File: config.mk
export PLATFORM = sky130hd
export DESIGN_NAME = keyword_substitution_cipher_unit
export DESIGN_NICKNAME = d
export VERILOG_FILES = /design/src/rtl/core/ksc_pkg.sv /design/src/rtl/core/keyword_substitution_cipher_unit.sv /design/src/rtl/core/ksc_ctrl.sv /design/src/rtl/core/ksc_datapath.sv
export VERILOG_INCLUDE_DIRS = /design/src /design/src/rtl/core
export SDC_FILE = /design/constraint.sdc
export NUM_CORES = 1
export LEC_CHECK = 0
export BUFFER_PORTS_ARGS = -buffer_cell sky130_fd_sc_hd__buf_2
export CAP_MARGIN = 40
export CORE_UTILIZATION = 53
export DETAILED_ROUTE_END_ITERATION = 7
export PLACE_DENSITY = 0.7
export REMOVE_ABC_BUFFERS = 1
export SLEW_MARGIN = 20
export SYNTH_ARGS = -nofsm -noshare
export SYNTH_HDL_FRONTEND = slang
export SYNTH_SLANG_ARGS = --single-unit
File: constraint.sdc
create_clock -name clk -period 7.9 [get_ports clk]
set_input_delay 1.185 -clock clk [delete_from_list [all_inputs] [get_ports clk]]
set_output_delay 1.185 -clock clk [all_outputs]
set_load 0.005 [all_outputs]
File: src/rtl/core/keyword_substitution_cipher_unit_assert.svh
// Assertion macros for the keyword substitution cipher unit.
// Included by the top level; depends on nothing else.
`ifndef KEYWORD_SUBSTITUTION_CIPHER_UNIT_ASSERT_SVH
`define KEYWORD_SUBSTITUTION_CIPHER_UNIT_ASSERT_SVH

// The consequent must hold in the same cycle as the antecedent.
`define KSC_ASSERT_SAME(label, clk, rst_n, ante, cons) \
    label: assert property (@(posedge clk) disable iff (!rst_n) (ante) |-> (cons)) \
        else $error("ksc assertion failed");

// The consequent must hold in the cycle after the antecedent.
`define KSC_ASSERT_NEXT(label, clk, rst_n, ante, cons) \
    label: assert property (@(posedge clk) disable iff (!rst_n) (ante) |=> (cons)) \
        else $error("ksc assertion failed");

`endif

File: src/rtl/core/ksc_pkg.sv
// Shared constants, types and helper functions for the keyword substitution cipher unit.
// Used by the controller, the datapath and the top level; depends on nothing.
package ksc_pkg;

    localparam int LETTERS   = 26;
    localparam int IDX_W     = 5;
    localparam int COUNT_SAT = 27;

    localparam logic [7:0]       CHAR_A      = 8'h41;
    localparam logic [IDX_W-1:0] LAST_LETTER = IDX_W'(LETTERS - 1);

    localparam logic FUNC_KEY  = 1'b0;
    localparam logic FUNC_TEXT = 1'b1;

    typedef struct packed {
        logic key_take;
        logic text_take;
        logic build_start;
        logic place_key;
        logic place_rest;
    } ksc_cmd_t;

    typedef struct packed {
        logic key_done;
        logic rest_done;
    } ksc_stat_t;

    function automatic logic is_letter(input logic [7:0] b);
        is_letter = ((b >= 8'h41) && (b <= 8'h5A)) || ((b >= 8'h61) && (b <= 8'h7A));
    endfunction

    // Upper and lower case letters share the low five bits, 1 for A through 26 for Z.
    function automatic logic [IDX_W-1:0] letter_idx(input logic [7:0] b);
        letter_idx = is_letter(b) ? (b[IDX_W-1:0] - IDX_W'(1)) : '0;
    endfunction

    function automatic logic [IDX_W-1:0] wrap_inc(input logic [IDX_W-1:0] x);
        wrap_inc = (x == LAST_LETTER) ? '0 : (x + IDX_W'(1));
    endfunction

endpackage

File: src/rtl/core/keyword_substitution_cipher_unit.sv
// Keyword substitution cipher unit. A text byte is encoded into the output register; text
// bytes stream one per cycle while the output is taken. The final key byte starts a table
// build that holds off input; the build writes the table through its single write port.
// Reset sets the table to the identity mapping, closes any open key and empties the output
// register.
module keyword_substitution_cipher_unit (
    input  logic       clk,
    input  logic       rst_n,
    input  logic       in_valid,
    output logic       in_ready,
    input  logic       func,
    input  logic [7:0] char_in,
    input  logic       key_last,
    output logic       out_valid,
    input  logic       out_ready,
    output logic [7:0] char_out
);

    `include "keyword_substitution_cipher_unit_assert.svh"

    ksc_pkg::ksc_cmd_t  cmd;
    ksc_pkg::ksc_stat_t stat;

    ksc_ctrl u_ctrl (
        .clk       (clk),
        .rst_n     (rst_n),
        .in_valid  (in_valid),
        .in_ready  (in_ready),
        .func      (func),
        .key_last  (key_last),
        .out_valid (out_valid),
        .out_ready (out_ready),
        .cmd       (cmd),
        .stat      (stat)
    );

    ksc_datapath u_datapath (
        .clk      (clk),
        .rst_n    (rst_n),
        .char_in  (char_in),
        .key_last (key_last),
        .char_out (char_out),
        .cmd      (cmd),
        .stat     (stat)
    );

    // A held result blocks new input so no transaction result is overwritten.
    `KSC_ASSERT_SAME(a_no_accept_when_full, clk, rst_n, out_valid && !out_ready, !in_ready)
    // The final key byte starts the build, which holds off input.
    `KSC_ASSERT_NEXT(a_build_blocks, clk, rst_n, in_valid && in_ready && !func && key_last, !in_ready)
    // A key byte produces no result.
    `KSC_ASSERT_NEXT(a_key_no_result, clk, rst_n, in_valid && in_ready && !func && !out_valid, !out_valid)
    // A text byte always produces a result.
    `KSC_ASSERT_NEXT(a_text_result, clk, rst_n, in_valid && in_ready && func, out_valid)

endmodule

File: src/rtl/core/ksc_ctrl.sv
// Controller of the keyword substitution cipher unit: handshakes and table build sequencing.
// Depends on ksc_pkg for the command and status types.
module ksc_ctrl (
    input  logic               clk,
    input  logic               rst_n,
    input  logic               in_valid,
    output logic               in_ready,
    input  logic               func,
    input  logic               key_last,
    output logic               out_valid,
    input  logic               out_ready,
    output ksc_pkg::ksc_cmd_t  cmd,
    input  ksc_pkg::ksc_stat_t stat
);

    typedef enum logic [1:0] {
        ST_IDLE,
        ST_PLACE_KEY,
        ST_PLACE_REST
    } state_t;

    state_t state_reg, state_next;
    logic   out_valid_reg, out_valid_next;
    logic   in_accept;

    assign in_ready  = (state_reg == ST_IDLE) && (!out_valid_reg || out_ready);
    assign in_accept = in_valid && in_ready;
    assign out_valid = out_valid_reg;

    always_comb
    begin
        cmd.key_take    = in_accept && (func == ksc_pkg::FUNC_KEY);
        cmd.text_take   = in_accept && (func == ksc_pkg::FUNC_TEXT);
        cmd.build_start = cmd.key_take && key_last;
        cmd.place_key   = (state_reg == ST_PLACE_KEY);
        cmd.place_rest  = (state_reg == ST_PLACE_REST);
    end

    always_comb
    begin
        state_next = state_reg;
        case (state_reg)
            ST_IDLE:
            begin
                if (cmd.build_start)
                    state_next = ST_PLACE_KEY;
            end
            ST_PLACE_KEY:
            begin
                if (stat.key_done)
                    state_next = ST_PLACE_REST;
            end
            ST_PLACE_REST:
            begin
                if (stat.rest_done)
                    state_next = ST_IDLE;
            end
            default:
            begin
                state_next = ST_IDLE;
            end
        endcase

        if (cmd.text_take)
            out_valid_next = 1'b1;
        else if (out_ready)
            out_valid_next = 1'b0;
        else
            out_valid_next = out_valid_reg;
    end

    always_ff @(posedge clk or negedge rst_n)
    begin
        if (!rst_n)
        begin
            state_reg     <= ST_IDLE;
            out_valid_reg <= 1'b0;
        end
        else
        begin
            state_reg     <= state_next;
            out_valid_reg <= out_valid_next;
        end
    end

endmodule

File: src/rtl/core/ksc_datapath.sv
// Datapath of the keyword substitution cipher unit: key collection, table and encoder.
// Depends on ksc_pkg; driven by ksc_ctrl through command and status structs.
module ksc_datapath (
    input  logic               clk,
    input  logic               rst_n,
    input  logic [7:0]         char_in,
    input  logic               key_last,
    output logic [7:0]         char_out,
    input  ksc_pkg::ksc_cmd_t  cmd,
    output ksc_pkg::ksc_stat_t stat
);

    localparam int W = ksc_pkg::IDX_W;
    localparam int N = ksc_pkg::LETTERS;

    logic [W-1:0] ctab_reg [N];
    logic [W-1:0] uniq_reg [N];

    logic [N-1:0] used_mask_reg, used_mask_next;
    logic [W-1:0] ucnt_reg, ucnt_next;
    logic [W-1:0] kcnt_reg, kcnt_next;
    logic         key_open_reg, key_open_next;
    logic [W-1:0] last_reg, last_next;
    logic [W-1:0] pos_reg, pos_next;
    logic [W-1:0] idx_reg, idx_next;
    logic [W-1:0] c_reg, c_next;
    logic [7:0]   char_out_reg, char_out_next;

    logic         lok;
    logic [W-1:0] li;
    logic [N-1:0] mask_eff;
    logic [W-1:0] ucnt_eff;
    logic [W-1:0] kcnt_eff;
    logic         add;
    logic [W-1:0] c_step;
    logic         wr_en;
    logic [W-1:0] wr_addr;
    logic [W-1:0] wr_data;

    assign lok = ksc_pkg::is_letter(char_in);
    assign li  = ksc_pkg::letter_idx(char_in);

    // A key byte that opens a new key sees the collection state as cleared.
    assign mask_eff = key_open_reg ? used_mask_reg : '0;
    assign ucnt_eff = key_open_reg ? ucnt_reg : '0;
    assign kcnt_eff = key_open_reg ? kcnt_reg : '0;
    assign add      = lok && !mask_eff[li] && (ucnt_eff < W'(N));
    assign c_step   = ksc_pkg::wrap_inc(c_reg);

    assign stat.key_done  = (idx_reg == ucnt_reg);
    assign stat.rest_done = (idx_reg == ksc_pkg::LAST_LETTER);
    assign char_out       = char_out_reg;

    always_comb
    begin
        used_mask_next = used_mask_reg;
        ucnt_next      = ucnt_reg;
        kcnt_next      = kcnt_reg;
        key_open_next  = key_open_reg;
        last_next      = last_reg;
        pos_next       = pos_reg;
        idx_next       = idx_reg;
        c_next         = c_reg;
        char_out_next  = char_out_reg;
        wr_en          = 1'b0;
        wr_addr        = pos_reg;
        wr_data        = uniq_reg[idx_reg];

        if (cmd.key_take)
        begin
            used_mask_next = add ? (mask_eff | (N'(1) << li)) : mask_eff;
            ucnt_next      = ucnt_eff + W'(add);
            kcnt_next      = (kcnt_eff < W'(ksc_pkg::COUNT_SAT)) ? (kcnt_eff + W'(1)) : kcnt_eff;
            key_open_next  = !key_last;
            last_next      = add ? li : last_reg;
        end

        if (cmd.build_start)
        begin
            // Placement starts at count minus one, or at zero for a long key.
            if ((kcnt_next == '0) || (kcnt_next > W'(N)))
                pos_next = '0;
            else
                pos_next = kcnt_next - W'(1);
            idx_next = '0;
            c_next   = (ucnt_next != '0) ? last_next : ksc_pkg::LAST_LETTER;
        end

        if (cmd.text_take)
            char_out_next = lok ? (ksc_pkg::CHAR_A + {3'b000, ctab_reg[li]}) : char_in;

        if (cmd.place_key)
        begin
            if (stat.key_done)
                idx_next = '0;
            else
            begin
                wr_en    = 1'b1;
                pos_next = ksc_pkg::wrap_inc(pos_reg);
                idx_next = idx_reg + W'(1);
            end
        end

        if (cmd.place_rest)
        begin
            c_next   = c_step;
            idx_next = idx_reg + W'(1);
            wr_data  = c_step;
            if (!used_mask_reg[c_step])
            begin
                wr_en    = 1'b1;
                pos_next = ksc_pkg::wrap_inc(pos_reg);
            end
        end
    end

    always_ff @(posedge clk or negedge rst_n)
    begin
        if (!rst_n)
        begin
            for (int i = 0; i < N; i++)
                ctab_reg[i] <= W'(i);
            used_mask_reg <= '0;
            ucnt_reg      <= '0;
            kcnt_reg      <= '0;
            key_open_reg  <= 1'b0;
        end
        else
        begin
            if (wr_en)
                ctab_reg[wr_addr] <= wr_data;
            used_mask_reg <= used_mask_next;
            ucnt_reg      <= ucnt_next;
            kcnt_reg      <= kcnt_next;
            key_open_reg  <= key_open_next;
        end
    end

    always_ff @(posedge clk)
    begin
        if (cmd.key_take && add)
            uniq_reg[ucnt_eff] <= li;
        last_reg     <= last_next;
        pos_reg      <= pos_next;
        idx_reg      <= idx_next;
        c_reg        <= c_next;
        char_out_reg <= char_out_next;
    end

endmodule
### After elaboration in Yosys (flattened, before gate mapping)

Memory sizes are Yosys's and may differ from the RTL's. A register that Yosys moved wholly into a read port is not among the register bits.
Index checks and enable logic that the tools add are counted.

| word-level totals | value |
|---|---|
| logic and storage cells | 146 |
| memories kept | 1 |
| register bits | 198 |
| bits of input ports | 14 |
| output and inout bits | 10 |
| RAM bits | 130 |

Memory list:

| name | depth | bits a word | read ports | clocked after Yosys merged registers in | write ports | line | source |
|---|---|---|---|---|---|---|---|
| u_datapath.uniq_reg | 26 | 5 | 1 | 1 | 1 | ksc_datapath.sv:17 | `logic [W-1:0] uniq_reg [N];` |

| operators by class | value |
|---|---|
| muxes and demuxes | 50 |
| magnitude comparators | 12 |
| bitwise operators | 4 |
| reductions and logical operators | 24 |
| equal/unequal tests | 9 |
| add/subtract/negate cells | 8 |
| shift operators | 1 |

Operators with widths:

| kind | count |
|---|---|
| 5-bit 2-to-1 mux | 28 |
| 130-bit bitwise mux | 1 |
| 26-bit 2-to-1 mux | 2 |
| 26-bit bitwise OR | 1 |
| 1-bit by 5-bit left shift with 26-bit output (first input constant) | 1 |
| 5-bit binary-select mux with 5-bit select | 1 |
| 5-bit demux with 5-bit select | 1 |
| 5-bit by 1-bit adder with 5-bit output (second input constant) | 4 |
| 8-bit by 7-bit >= comparator with 1-bit output (second input constant) | 2 |
| 8-bit by 7-bit less-or-equal comparator with 1-bit output (second input constant) | 2 |
| 5-bit == test (second input constant) | 3 |
| 6-bit >= comparator (second input constant) | 2 |
| 5-bit by 6-bit less-than comparator with 1-bit output (second input constant) | 2 |
| 5-bit NOT with 6-bit output | 2 |
| 1-bit logical AND | 11 |
| 1-bit binary-select mux with 5-bit select | 2 |
| 5-bit less-than comparator (second input constant) | 2 |
| 1-bit 2-to-1 mux | 10 |
| 5-bit by 1-bit subtractor with 5-bit output (second input constant) | 2 |
| 7-bit by 5-bit adder with 8-bit output (first input constant) | 1 |
| 8-bit 2-to-1 mux | 1 |
| 6-bit by 1-bit less-than comparator with 1-bit output (second input constant) | 1 |
| 2-bit 2-to-1 mux | 3 |
| 2-bit one-hot mux with 3 select lines | 1 |
| other kinds (16) | 22 |

### Logic depth before layout (Yosys ltp)

Gate-level depths: netlist (run 1).

| depth | value |
|---|---|
| word-level depth | 15 |
| mapped depth | 24 |
| depth with buffers taken out | 20 |

### Hierarchy

From an unflattened synthesis (run 1), not the netlist that was laid out.

| second synthesis, totals | value |
|---|---|
| cell total of the unflattened synthesis | 1,265 |
| area, all modules | 16,198.0 um^2 |

Modules (own cells, without submodules):

| module | cells an instance | area an instance (um^2) | times used | sequential area each (um^2) |
|---|---|---|---|---|
| ksc_datapath | 1,247 | 16,001.6 | 1 | 8,994.9 |
| ksc_ctrl | 18 | 196.4 | 1 | 75.1 |

### Worst setup path after synthesis (run 1)

OpenSTA, ideal clock, no wires.

| timing path | value |
|---|---|
| path kind | input port to flip-flop |
| start point | input char_in[0] |
| end point | register u_datapath.c_reg[0], data pin |
| data required time | 7.616 ns |
| stages on the path | 21 |
| setup slack | 1.583 ns |
| arrival | 6.033 ns |
| setup time | 0.284 ns |
| path buffers | 4 |
| path through | clkbuf_1 > inv_1 > clkbuf_1 > ha_1 > nor2_1 > o2111a_1 > buf_2 > nor4_2 > o21ai_0 > buf_2 > nor3_1 > ha_1 > ha_1 > nand3_1 > or2_2 > o21ai_0 > a22oi_1 > a41oi_1 > nand2_1 > nor3_1 > a311oi_1 |

| between the ends | value |
|---|---|
| longest elaborated chain between the ends | 15 |
| elaborated cells on any way between the ends | 22 |
| classes of those cells | 2 x add/sub; 4 x order compare; 9 x mux; 7 x reduce/logical |

Ends and longest elaborated chain:

| item | line | source |
|---|---|---|
| from (decl) | keyword_substitution_cipher_unit.sv:12 | `input logic [7:0] char_in,` |
| 8-bit by 7-bit >= comparator with 1-bit output / 8-bit by 7-bit less-or-equal comparator with 1-bit output (equally long branches) | ksc_pkg.sv:29 | `is_letter = ((b >= 8'h41) && (b <= 8'h5A)) \|\| ((b >= 8'h61) && (b <= 8'h7A));` |
| 1-bit logical AND | ksc_pkg.sv:29 |  |
| 1-bit logical OR | ksc_pkg.sv:29 |  |
| 5-bit 2-to-1 mux * | ksc_pkg.sv:34 | `letter_idx = is_letter(b) ? (b[IDX_W-1:0] - IDX_W'(1)) : '0;` |
| named net u_datapath.li[1] | ksc_datapath.sv:30 | `logic [W-1:0] li;` |
| 1-bit binary-select mux with 5-bit select * | ksc_datapath.sv:47 | `assign add = lok && !mask_eff[li] && (ucnt_eff < W'(N));` |
| 1-bit 2-to-1 mux (implied by the code) * | ksc_datapath.sv:47 |  |
| 1-bit logical NOT * | ksc_datapath.sv:47 |  |
| 1-bit logical AND * (2 in series) | ksc_datapath.sv:47 |  |
| 5-bit by 1-bit adder with 5-bit output | ksc_datapath.sv:72 | `ucnt_next = ucnt_eff + W'(add);` |
| 5-bit 2-to-1 mux | ksc_datapath.sv:69 | `if (cmd.key_take)` |
| 5-bit nonzero test | ksc_datapath.sv:86 | `c_next = (ucnt_next != '0) ? last_next : ksc_pkg::LAST_LETTER;` |
| 5-bit 2-to-1 mux * | ksc_datapath.sv:86 |  |
| 5-bit 2-to-1 mux * | ksc_datapath.sv:78 | `if (cmd.build_start)` |
| 5-bit 2-to-1 mux * | ksc_datapath.sv:104 | `if (cmd.place_rest)` |
| named net u_datapath.c_next[0] | ksc_datapath.sv:26 | `logic [W-1:0] c_reg, c_next;` |
| to (signal assigned) | ksc_datapath.sv:146 | `c_reg <= c_next;` |
| to (decl) | ksc_datapath.sv:26 |  |

Mark *: on every way through the listed nets, which the timed path passes. The rest lies on a longest branch. The select of a mux whose other input is x is not followed.
A chain may end at the register's enable or synchronous reset.

### Worst setup path in the final report (run 1)

| timing path | value |
|---|---|
| start point | input char_in[0] |
| end point | register u_datapath.c_reg[3], data pin |

| between the ends | value |
|---|---|
| longest elaborated chain between the ends | 15 |
| elaborated cells on any way between the ends | 22 |
| classes of those cells | 2 x add/sub; 4 x order compare; 9 x mux; 7 x reduce/logical |

Ends and longest elaborated chain:

| item | line |
|---|---|
| 8-bit by 7-bit >= comparator with 1-bit output / 8-bit by 7-bit less-or-equal comparator with 1-bit output (equally long branches) | ksc_pkg.sv:29 |
| 1-bit logical AND | ksc_pkg.sv:29 |
| 1-bit logical OR | ksc_pkg.sv:29 |
| 5-bit 2-to-1 mux | ksc_pkg.sv:34 |
| 1-bit binary-select mux with 5-bit select | ksc_datapath.sv:47 |
| 1-bit 2-to-1 mux (implied by the code) | ksc_datapath.sv:47 |
| 1-bit logical NOT | ksc_datapath.sv:47 |
| 1-bit logical AND (2 in series) | ksc_datapath.sv:47 |
| 5-bit by 1-bit adder with 5-bit output | ksc_datapath.sv:72 |
| 5-bit 2-to-1 mux | ksc_datapath.sv:69 |
| 5-bit nonzero test | ksc_datapath.sv:86 |
| 5-bit 2-to-1 mux * | ksc_datapath.sv:86 |
| 5-bit 2-to-1 mux * | ksc_datapath.sv:78 |
| 5-bit 2-to-1 mux * | ksc_datapath.sv:104 |
| named net u_datapath.c_next[3] | ksc_datapath.sv:26 |

Marked as above.

==> results.sh, run 1 <==
export IMPL_gr_usage_met3=0.0435
export IMPL_timing_rr_end="u_datapath.c_reg[3]"
export IMPL_setup_worst_path_start_class="primary input"
export IMPL_avgSynthCellArea_um2=13.2
export IMPL_io_pin_count=24
export IMPL_tritoncts="yes"
export IMPL_hold_path_startpoint="u_datapath.last_reg[4]"
export IMPL_ctsHtreeMaxLevel=2
export IMPL_worst_setup_path_end_kind="flop"
export IMPL_cts_hold_buffers=0
export IMPL_setup_reg_to_reg_worst_slack_ps=3550
export IMPL_design_die_area_um2=32400
export IMPL_post_synthesis_share_of_cell_area_spent_on_and_or_nand_and_nor_gates=0.0950
export IMPL_holdCritPathClass="reg -> reg"
export IMPL_grt_pass1_vias=10700
export IMPL_floorplan_core_area_um2=30900
export IMPL_setup_viol=0
export IMPL_rsz_0062_raised_after_global_routing="no"
export IMPL_dr_first_iter_drc_count=1300
export IMPL_maximum_frequency_from_static_timing_analysis_ghz=0.163
export IMPL_yosys_cell_types_count=89
export IMPL_yosys_register_bits=333
export IMPL_synth_xor_area_share=0.00886
export IMPL_synth_adder_area_share=0.0149
export IMPL_numCtsBuffers=36
export IMPL_initial_core_util=0.544
export IMPL_hold_viol_final=0
export IMPL_ant_nets=0
export IMPL_place_detailed_hpwl_um=27700
export IMPL_outcome="finished clean"
export IMPL_grt_util_all_layers=0.258
export IMPL_grt_max_degree=83
export IMPL_detail_route_wirelength_um=41500
export IMPL_syn_cell_area_um2=16800
export IMPL_final_min_clock_period_ps=6130
export IMPL_reg2reg_depth=17
export IMPL_timing_rr_start="u_datapath.used_mask_reg[5]"
export IMPL_synthToLayoutAreaGrowth_pct=10.3
export IMPL_fin_nets=1317
export IMPL_tightest_slew_ps=925
export IMPL_gr_total_overflow=0
export IMPL_grt_busiest_layer="met2"
export IMPL_cts_root_buffer_cell="sky130_fd_sc_hd__clkbuf_16"
export IMPL_fin_worst_skew_ps=22.1
export IMPL_post_route_drc_count=0
export IMPL_num_antenna_cells=0
export IMPL_cts_repair_resize_count=0
export IMPL_crit_required_ps=8120
export IMPL_crit_arrival_ps=6350
export IMPL_maxCapViolCount=0
export IMPL_fin_tns_setup_ps=0
export IMPL_seq_area_frac_synth=0.540
export IMPL_hold_ws_ps=469
export IMPL_floorplan_die_width_um=180
export IMPL_cts_max_path_buffers=3
export IMPL_slew_headroom=0.380
export IMPL_dr_total_vias=11100
export IMPL_grt_use_met1=0.383
export IMPL_grtUsageMet2=0.388
export IMPL_hold_path_depth=2
export IMPL_period_share=0.776
export IMPL_synth_top_family_by_area="multiplexers"
export IMPL_power_total_mw=6.44
export IMPL_cp_slowest_stage_delay_ps=730
export IMPL_grt_antenna_before_repair=0
export IMPL_post_synth_mux_area_share=0.190
export IMPL_port_buffers=23
export IMPL_synth_compound_area_share=0.107
export IMPL_clock_insertion_delay_worst_skew_ps=520
export IMPL_ys_flop_type="sky130_fd_sc_hd__edfxtp_1"
export IMPL_crit_path_cell_trace="buf_2 > buf_4 > nor4_1 > a2bb2oi_1 > nand3_1 > inv_1 > nand2_1 > o21ai_1 > o21ai_0 > nor3_1 > ha_1 > ha_1 > nand3_1 > or2_2 > o21ai_0 > a22oi_1 > a41oi_1 > nand2_1 > nor3_1 > a221oi_1"
export IMPL_report_final_slew_viol_count=0
export IMPL_ys_warnings_count=0
export IMPL_grt_first_pass_wirelength_um=64700
export IMPL_worstPathMaxFanout=23
export IMPL_timing_critical_path_slowest_stage_cell="sky130_fd_sc_hd__a41oi_1"
export IMPL_power_density_nw_per_um2=347
export IMPL_post_cts_setup_buffer_count=0
export IMPL_min_to="u_datapath.last_reg[4]"
export IMPL_vias_per_cell=6.51
export IMPL_total_leakage_power_nw=7.27
export IMPL_peakVddDrop_uv=211
export IMPL_netlist_instances=1274
export IMPL_detail_route_first_pass_iterations=5
export IMPL_synth_async_sr_flop_share=0.511
export IMPL_row_count=64
export IMPL_cts_sinks=333
export IMPL_routabilityCongestion=0.922
export IMPL_synth_edff_count=148
export IMPL_worst_setup_hold_path_clk_slew_ps=60
export IMPL_wire_length_per_cell_um=24.3
export IMPL_die_h_um=180
export IMPL_worstSetupPathType="in -> reg"
export IMPL_final_layout_size_suffix_gt1_frac=0.307
export IMPL_fillerInstances=2367
## cells by family (layout without fill, tap and decap cells)
| kind of cell | after synthesis | count (layout) |
|---|---|---|
| adder cells (fa/ha/maj) | 20 | 20 |
| AO/OA/AOI/OAI | 248 | 248 |
| flip-flops | 333 | 333 |
| XOR/XNOR | 17 | 17 |
| buffers and inverters | 147 | 184 |
| multiplexers | 221 | 221 |
| AND/OR/NAND/NOR | 288 | 288 |
## report_power, final
group | internal (mW) | total, mW | switching [mW]
sequential | 2.24 | 2.56 | 0.318
clock | 1.03 | 1.70 | 0.673
combinational | 0.968 | 2.18 | 1.21
## layout by cell type, fill, tap and decap left out, types with 10 or more instances in the layout
master and n:
sky130_fd_sc_hd__o21ai_0 50, sky130_fd_sc_hd__nand2_1 64, sky130_fd_sc_hd__o31ai_1 13, sky130_fd_sc_hd__clkbuf_16 38, sky130_fd_sc_hd__dfrtp_1 113, sky130_fd_sc_hd__a21oi_1 37
sky130_fd_sc_hd__mux2i_1 36, sky130_fd_sc_hd__a32o_1 26, sky130_fd_sc_hd__and3_1 34, sky130_fd_sc_hd__xnor2_1 11, sky130_fd_sc_hd__nand3_1 25, sky130_fd_sc_hd__ha_1 19
sky130_fd_sc_hd__nor2b_1 11, sky130_fd_sc_hd__nor2_1 38, sky130_fd_sc_hd__edfxtp_1 148, sky130_fd_sc_hd__mux2_4 90, sky130_fd_sc_hd__dfstp_2 57, sky130_fd_sc_hd__o22ai_1 10
sky130_fd_sc_hd__nor4_1 25, sky130_fd_sc_hd__nor3_1 22, sky130_fd_sc_hd__dfxtp_1 14, sky130_fd_sc_hd__mux2_2 58, sky130_fd_sc_hd__buf_4 30, sky130_fd_sc_hd__buf_2 33
sky130_fd_sc_hd__a22oi_1 13, sky130_fd_sc_hd__inv_1 35, sky130_fd_sc_hd__mux4_2 36
## critical path, delay by kind of cell
kind / cells / cell delay [ps]
buf+inv: 3 / 1030
fa+ha+maj: 2 / 450
simple gates: 8 / 2030
compound gates: 7 / 1630
## cells in the mapped netlist (27+ instances only)
| cell | instances | area share |
|---|---|---|
| sky130_fd_sc_hd__inv_1 | 35 | 0.0078 |
| sky130_fd_sc_hd__dfrtp_1 | 113 | 0.17 |
| sky130_fd_sc_hd__dfstp_2 | 57 | 0.089 |
| sky130_fd_sc_hd__a21oi_1 | 39 | 0.012 |
| sky130_fd_sc_hd__and3_1 | 34 | 0.013 |
| sky130_fd_sc_hd__clkbuf_1 | 58 | 0.013 |
| sky130_fd_sc_hd__mux2_4 | 90 | 0.080 |
| sky130_fd_sc_hd__nor2_1 | 39 | 0.0087 |
| sky130_fd_sc_hd__mux2_2 | 58 | 0.039 |
| sky130_fd_sc_hd__mux2i_1 | 36 | 0.021 |
| sky130_fd_sc_hd__mux4_2 | 36 | 0.048 |
| sky130_fd_sc_hd__buf_2 | 27 | 0.0080 |
| sky130_fd_sc_hd__edfxtp_1 | 148 | 0.26 |
| sky130_fd_sc_hd__o21ai_0 | 50 | 0.015 |
| sky130_fd_sc_hd__nand2_1 | 64 | 0.014 |
## how the worst max path moves through the flow
stage / from / slack, ps / to / depth (start not counted)
after floorplan: char_in[0] / 1400 / u_datapath.c_reg[3] / 15
after global placement: char_in[0] / 1600 / u_datapath.c_reg[3] / 22
after detailed placement: char_in[0] / 1450 / u_datapath.c_reg[3] / 22
after CTS: char_in[0] / 1990 / u_datapath.c_reg[3] / 22
after global routing: char_in[0] / 1360 / u_datapath.c_reg[3] / 20
final: char_in[0] / 1770 / u_datapath.c_reg[3] / 20
## through the flow
stage / instance area [µm²] / cells / setup WS [ps] / utilization
after floorplan: 16200 / 1166 / 1400 / -
after global placement: 17100 / 1613 / 1600 / 0.552
after detailed placement: 17300 / 1636 / 1450 / 0.558
after CTS: 18500 / 1702 / 1990 / 0.598
after global routing: 18500 / 1707 / 1360 / 0.600
final: 18500 / 1707 / 1770 / 0.600
## metal layers
| layer | up-vias | share of wire |
|---|---|---|
| li1 | 4889 | - |
| met1 | 5614 | 0.45 |
| met2 | 532 | 0.45 |
| met3 | 80 | 0.080 |
| met4 | 0 | 0.023 |
| met5 | - | 0 |
## area by class of cell
type                            instances  area, µm²  area share
Sequential cell                       333       9070       0.489
Tap cell                              396        495      0.0267
Timing Repair Buffer                   79        581      0.0313
Clock buffer                           52       1050      0.0568
Inverter                               39        146     0.00789
Multi-Input combinational cell        794       7040       0.380
Clock inverter                         14        156     0.00843
No activity file was read; power rests on OpenSTA's default activity.
==> run 2: changes to the inputs <==
--- a/config.mk
+++ b/config.mk
@@ -6,6 +6,7 @@
 export SDC_FILE = /design/constraint.sdc
 export NUM_CORES = 1
 export LEC_CHECK = 0
+export ABC_AREA = 1
 export BUFFER_PORTS_ARGS = -buffer_cell sky130_fd_sc_hd__buf_2
 export CAP_MARGIN = 40
 export CORE_UTILIZATION = 53
==> constraint.sdc (replaced) <==
create_clock -name clk -period 5.7 [get_ports clk]
set_input_delay 0.855 -clock clk [delete_from_list [all_inputs] [get_ports clk]]
set_output_delay 0.855 -clock clk [all_outputs]
set_load 0.005 [all_outputs]
==> results.sh, run 2 <==
export IMPL_reg2reg_depth=16
export IMPL_net_switching_power_mw=4.07
export IMPL_report_final_slew_viol_count=0
export IMPL_ys_warnings_count=0
export IMPL_period_share=0.832
export IMPL_cts_hold_buffers=0
export IMPL_row_count=64
export IMPL_cts_repair_resize_count=0
export IMPL_grt_use_met1=0.386
export IMPL_clkPwrFrac=0.248
export IMPL_power_density_nw_per_um2=531
export IMPL_timing_rr_start="u_datapath.ucnt_reg[1]"
export IMPL_grt_max_degree=115
export IMPL_pwr_share_seq=0.366
export IMPL_synth_top_cells_by_count="sky130_fd_sc_hd__nand2_1, sky130_fd_sc_hd__nand3_1, sky130_fd_sc_hd__nor2_1"
export IMPL_floorplan_die_width_um=179
export IMPL_grt_antenna_before_repair=0
export IMPL_post_synth_main_area_contributors="sky130_fd_sc_hd__edfxtp_1, sky130_fd_sc_hd__dfrtp_1, sky130_fd_sc_hd__nand2_1"
export IMPL_seq_area_frac_synth=0.549
export IMPL_critical_path_top_cell_by_count="sky130_fd_sc_hd__nand2_1"
export IMPL_vias_per_cell=5.88
export IMPL_grt_first_pass_wirelength_um=72400
export IMPL_synthToLayoutAreaGrowth_pct=11.3
export IMPL_dr_first_iter_drc_count=1617
export IMPL_timing_critical_path_slowest_stage_cell="sky130_fd_sc_hd__o41ai_1"
export IMPL_timing_rr_end="u_datapath.c_reg[1]"
export IMPL_critical_path_top_delay_family="simple AND/OR/NAND/NOR gates"
export IMPL_detail_route_wirelength_um=46600
export IMPL_worst_path_buf_inv=5
export IMPL_hold_viol_final=0
export IMPL_grtUsageMet2=0.497
export IMPL_rsz_0062_raised_after_global_routing="no"
export IMPL_avgSynthCellArea_um2=8.58
export IMPL_total_leakage_power_nw=8.07
export IMPL_sw_frac_of_total=0.416
export IMPL_synth_async_sr_flop_share=0.511
export IMPL_die_h_um=179
export IMPL_design_die_area_um2=31900
export IMPL_numCtsBuffers=37
export IMPL_dr_total_vias=13900
export IMPL_ctsHtreeMaxLevel=2
export IMPL_clock_insertion_delay_worst_skew_ps=530
export IMPL_crit_path_cell_trace="buf_2 > inv_2 > ha_1 > nand2_1 > nand3_1 > nand2_1 > nand2_4 > nand3_4 > inv_2 > nand3_1 > nand4_1 > nand3_1 > nand2_1 > inv_1 > nor2_1 > ha_1 > ha_1 > nand2_1 > o21ai_0 > or2_0 > o41ai_1 > inv_1 > nand3_1 > nand2_1"
export IMPL_wire_length_per_cell_um=19.7
export IMPL_fin_tns_setup_ps=0
export IMPL_setup_viol=0
export IMPL_post_route_drc_count=0
export IMPL_numPlacedInstances=2295
export IMPL_worst_setup_hold_path_clk_slew_ps=60
export IMPL_synthMostInstantiatedCell="sky130_fd_sc_hd__nand2_1"
export IMPL_grt_busiest_layer="met2"
export IMPL_initial_core_util=0.540
export IMPL_final_min_clock_period_ps=4740
export IMPL_slew_headroom=0.432
export IMPL_grt_util_all_layers=0.297
export IMPL_outcome="finished clean"
export IMPL_gr_usage_met3=0.0469
export IMPL_p_int_mw=5.70
export IMPL_yosys_cell_types_count=51
export IMPL_tightest_slew_ps=851
export IMPL_crit_arrival_ps=5020
export IMPL_synth_largest_area_cell="sky130_fd_sc_hd__edfxtp_1"
export IMPL_post_cts_setup_buffer_count=0
export IMPL_worstSetupPathType="in -> reg"
export IMPL_worst_setup_path_end_kind="flop"
export IMPL_final_cell_mix="sky130_fd_sc_hd__nand2_1, sky130_fd_sc_hd__nand3_1, sky130_fd_sc_hd__nor2_1"
export IMPL_yosys_register_bits=333
export IMPL_cts_root_buffer_cell="sky130_fd_sc_hd__clkbuf_16"
export IMPL_routabilityCongestion=0.933
export IMPL_worstPathMaxFanout=29
export IMPL_grt_pass1_vias=13000
export IMPL_num_antenna_cells=0
export IMPL_layout_cells_most_common="sky130_fd_sc_hd__nand2_1"
export IMPL_place_detailed_hpwl_um=31300
export IMPL_setup_reg_to_reg_worst_slack_ps=1750
export IMPL_final_non_filler_cell_total=2369
export IMPL_maximum_frequency_from_static_timing_analysis_ghz=0.211
export IMPL_netlist_instances=1926
export IMPL_yosys_area_top_type_share=0.269
export IMPL_cts_sinks=333
export IMPL_io_pin_count=24
export IMPL_synth_edff_count=148
export IMPL_peakVddDrop_uv=374
export IMPL_floorplan_core_area_um2=30600
export IMPL_port_buffers=23
export IMPL_tritoncts="yes"
export IMPL_ant_nets=0
export IMPL_syn_cell_area_um2=16500
export IMPL_ys_flop_type="sky130_fd_sc_hd__edfxtp_1"
export IMPL_final_layout_size_suffix_gt1_frac=0.117
export IMPL_holdCritPathClass="in -> async"
export IMPL_cts_max_path_buffers=3
export IMPL_fin_nets=1979
export IMPL_gr_total_overflow=0
export IMPL_cp_slowest_stage_delay_ps=410
export IMPL_fin_worst_skew_ps=29.8
export IMPL_combinationalPowerShare=0.386
export IMPL_setup_worst_path_start_class="primary input"
export IMPL_detail_route_first_pass_iterations=8
export IMPL_crit_required_ps=5980
export IMPL_maxCapViolCount=0
run 2: how the worst max path moves through the flow:
stage               startpoint                   to  slack, ps  depth (start not counted)
floorplan           char_in[0]  u_datapath.c_reg[1]        780                         26
global placement    char_in[0]  u_datapath.c_reg[1]        700                         24
detailed placement  char_in[0]  u_datapath.c_reg[1]        540                         24
CTS                 char_in[0]  u_datapath.c_reg[1]       1010                         24
global route        char_in[0]  u_datapath.c_reg[1]        690                         24
finish              char_in[0]  u_datapath.c_reg[1]        960                         24
run 2: cell type report:
type,count,area (µm²)
clock buffers,48,1010
well taps,396,495
fillers,2659,12200
clock inverters,19,225
repair buffers,71,582
inverters,126,475
flip-flops and latches,333,9070
multi-input cells,1376,6520
run 2: metal layers:
metal | wire length, µm | vias up
li1 | - | 6533
met1 | 18800 | 6615
met2 | 22700 | 639
met3 | 3320 | 137
met4 | 1820 | 0
met5 | 0 | -
run 2: per-stage QoR:
stage	setup slack [ps]	power, mW	utilization	instance area (µm²)	hold slack, ps
5_1_grt	686	10.3	0.601	18400	247
4_1_cts	1010	9.72	0.598	18300	396
3_5_place_dp	536	7.27	0.558	17100	441
6_report	956	9.77	0.601	18400	245
3_3_place_gp	704	7.05	0.555	17000	439
2_1_floorplan	780	5.72	-	16000	423
run 2: logic make-up (layout without fill, tap and decap cells):
kind of cell,Yosys count,in the layout,share of synthesized area
DFF,333,333,0.549
muxes,2,2,0.00129
and+or+nand+nor,1087,1087,0.279
AOI/OAI and AO/OA,253,253,0.0895
xor gates and xnor gates,14,14,0.00742
buffers and inverters,217,264,0.0586
adders and majority gates,20,20,0.0152
run 2: power groups by stage:
| stage | combinational (mW) | clock (mW) | sequential (mW) |
|---|---|---|---|
| 2_1_floorplan | 2.19 | 0 | 3.53 |
| 3_3_place_gp | 3.47 | 0 | 3.58 |
| 3_5_place_dp | 3.68 | 0 | 3.60 |
| 4_1_cts | 3.71 | 2.45 | 3.56 |
| 5_1_grt | 4.13 | 2.55 | 3.63 |
| 6_report | 3.77 | 2.42 | 3.57 |
==> run 3: changes to the inputs <==
==> constraint.sdc (replaced) <==
create_clock -name clk -period 4.6 [get_ports clk]
set_input_delay 0.69 -clock clk [delete_from_list [all_inputs] [get_ports clk]]
set_output_delay 0.69 -clock clk [all_outputs]
set_load 0.005 [all_outputs]
==> results.sh, run 3 (synthesis gave the netlist of run 2 again) <==
export IMPL_detail_route_wirelength_um=46300
export IMPL_crit_arrival_ps=4230
export IMPL_cts_root_buffer_cell="sky130_fd_sc_hd__clkbuf_16"
export IMPL_floorplan_die_width_um=179
export IMPL_hold_ws_ps=97.8
export IMPL_final_min_clock_period_ps=3960
export IMPL_critical_path_top_delay_family="simple AND/OR/NAND/NOR gates"
export IMPL_maximum_frequency_from_static_timing_analysis_ghz=0.252
export IMPL_layout_cells_most_common="sky130_fd_sc_hd__nand2_1"
export IMPL_grt_use_met1=0.377
export IMPL_numPlacedInstances=2313
export IMPL_period_share=0.862
export IMPL_clock_insertion_delay_worst_skew_ps=530
export IMPL_port_buffers=23
export IMPL_design_die_area_um2=31900
export IMPL_post_cts_setup_buffer_count=0
export IMPL_cts_sinks=333
export IMPL_ctsHtreeMaxLevel=2
export IMPL_crit_required_ps=4870
export IMPL_timing_critical_path_slowest_stage_cell="sky130_fd_sc_hd__o41ai_1"
export IMPL_cts_hold_buffers=0
export IMPL_finish_instance_area_um2=18400
export IMPL_worst_path_buf_inv=6
export IMPL_vias_per_cell=5.91
export IMPL_num_antenna_cells=0
export IMPL_report_final_slew_viol_count=0
export IMPL_initial_core_util=0.540
export IMPL_cts_repair_resize_count=0
export IMPL_slew_headroom=0.476
export IMPL_row_count=64
export IMPL_gr_usage_met3=0.0454
export IMPL_tightest_slew_ps=781
export IMPL_tritoncts="yes"
export IMPL_worst_setup_hold_path_clk_slew_ps=60
export IMPL_cp_slowest_stage_delay_ps=340
export IMPL_synthToLayoutAreaGrowth_pct=11.7
export IMPL_hold_viol_final=0
export IMPL_final_setup_worst_slack_ps=636
export IMPL_utilization=0.603
export IMPL_grt_util_all_layers=0.297
export IMPL_path_depth=23
export IMPL_place_worst_setup_slack_ps=133
export IMPL_fin_tns_setup_ps=0
export IMPL_wire_length_per_cell_um=19.5
export IMPL_grtUsageMet2=0.501
export IMPL_detail_route_first_pass_iterations=6
export IMPL_outcome="finished clean"
export IMPL_cts_max_path_buffers=3
export IMPL_floorplan_core_area_um2=30600
export IMPL_crit_path_cell_trace="buf_2 > inv_2 > ha_1 > nand3_1 > nand2_1 > inv_4 > nand3_2 > inv_1 > nand3_1 > nand4_1 > nand3_1 > nand2_1 > inv_1 > nor2_1 > ha_1 > ha_1 > nand2_1 > o21ai_0 > or2_0 > o41ai_1 > inv_1 > nand3_1 > nand2_1"
export IMPL_grt_busiest_layer="met2"
export IMPL_gr_total_overflow=0
export IMPL_final_cell_mix="sky130_fd_sc_hd__nand2_1, sky130_fd_sc_hd__nand3_1, sky130_fd_sc_hd__nor2_1"
export IMPL_worstSetupPathType="in -> reg"
export IMPL_grt_antenna_before_repair=0
export IMPL_final_non_filler_cell_total=2379
export IMPL_post_route_drc_count=0
export IMPL_holdCritPathClass="in -> async"
export IMPL_numCtsBuffers=36
export IMPL_dr_first_iter_drc_count=1470
export IMPL_maxCapViolCount=0
export IMPL_fin_nets=1990
export IMPL_io_pin_count=24
export IMPL_grt_max_degree=80
export IMPL_grt_first_pass_wirelength_um=72900
export IMPL_setup_worst_path_start_class="primary input"
export IMPL_power_density_nw_per_um2=649
export IMPL_grt_pass1_vias=13400
export IMPL_rsz_0062_raised_after_global_routing="no"
export IMPL_total_leakage_power_nw=8.12
export IMPL_worstPathMaxFanout=16
export IMPL_fin_worst_skew_ps=25.4
export IMPL_worst_setup_path_end_kind="flop"
export IMPL_die_h_um=179
export IMPL_peakVddDrop_uv=514
export IMPL_ant_nets=0
export IMPL_reg2reg_depth=16
export IMPL_routabilityCongestion=0.916
export IMPL_final_layout_size_suffix_gt1_frac=0.123
export IMPL_setup_viol=0
export IMPL_power_total_mw=12.0
export IMPL_place_detailed_hpwl_um=31400
export IMPL_detailed_place_area_um2=17200
export IMPL_dr_total_vias=14100
-- run 3: changes by cell type in the layout (fill, tap and decap cells not counted), sizes merged --
| cell | delta |
|---|---|
| clkinvlp | -1 |
| inv | -4 |
| clkbuf | -1 |
| clkinv | -1 |
| buf | +17 |
-- run 3: layer usage --
layer,part of all wire,up-vias
li1,-,6564
met1,0.40,6795
met2,0.49,578
met3,0.065,124
met4,0.042,0
met5,0,-
-- run 3: power by group --
group	leakage (nW)	total (mW)	switching [mW]	internal (mW)
Combinational	3.90	4.53	3.26	1.28
Sequential	3.59	4.41	0.475	3.93
Clock	0.624	3.04	1.19	1.85
Total	8.12	12.0	4.92	7.06
-- run 3: area by class of cell --
| cell class | instances | area [µm²] |
|---|---|---|
| clock buffers | 52 | 1070 |
| clock inverters | 13 | 180 |
| fillers | 2687 | 12100 |
| inverters | 126 | 475 |
| multi-input cells | 1376 | 6500 |
| flip-flops and latches | 333 | 9070 |
| well taps | 396 | 495 |
| repair buffers | 83 | 647 |
-- run 3: worst paths after layout --
path                                    startpoint                 endpoint  slack [ps]
hold / removal                               rst_n  u_datapath.ctab_reg[55]         100
hold reg to reg            u_datapath.ctab_reg[71]  u_datapath.ctab_reg[71]         460
setup reg to reg               u_datapath.c_reg[0]  u_datapath.ctab_reg[54]         950
max in group asynchronous                    rst_n  u_datapath.ctab_reg[12]        3730
min in group clk                         out_ready         u_ctrl.out_valid         370
setup / recovery                        char_in[0]      u_datapath.c_reg[1]         640
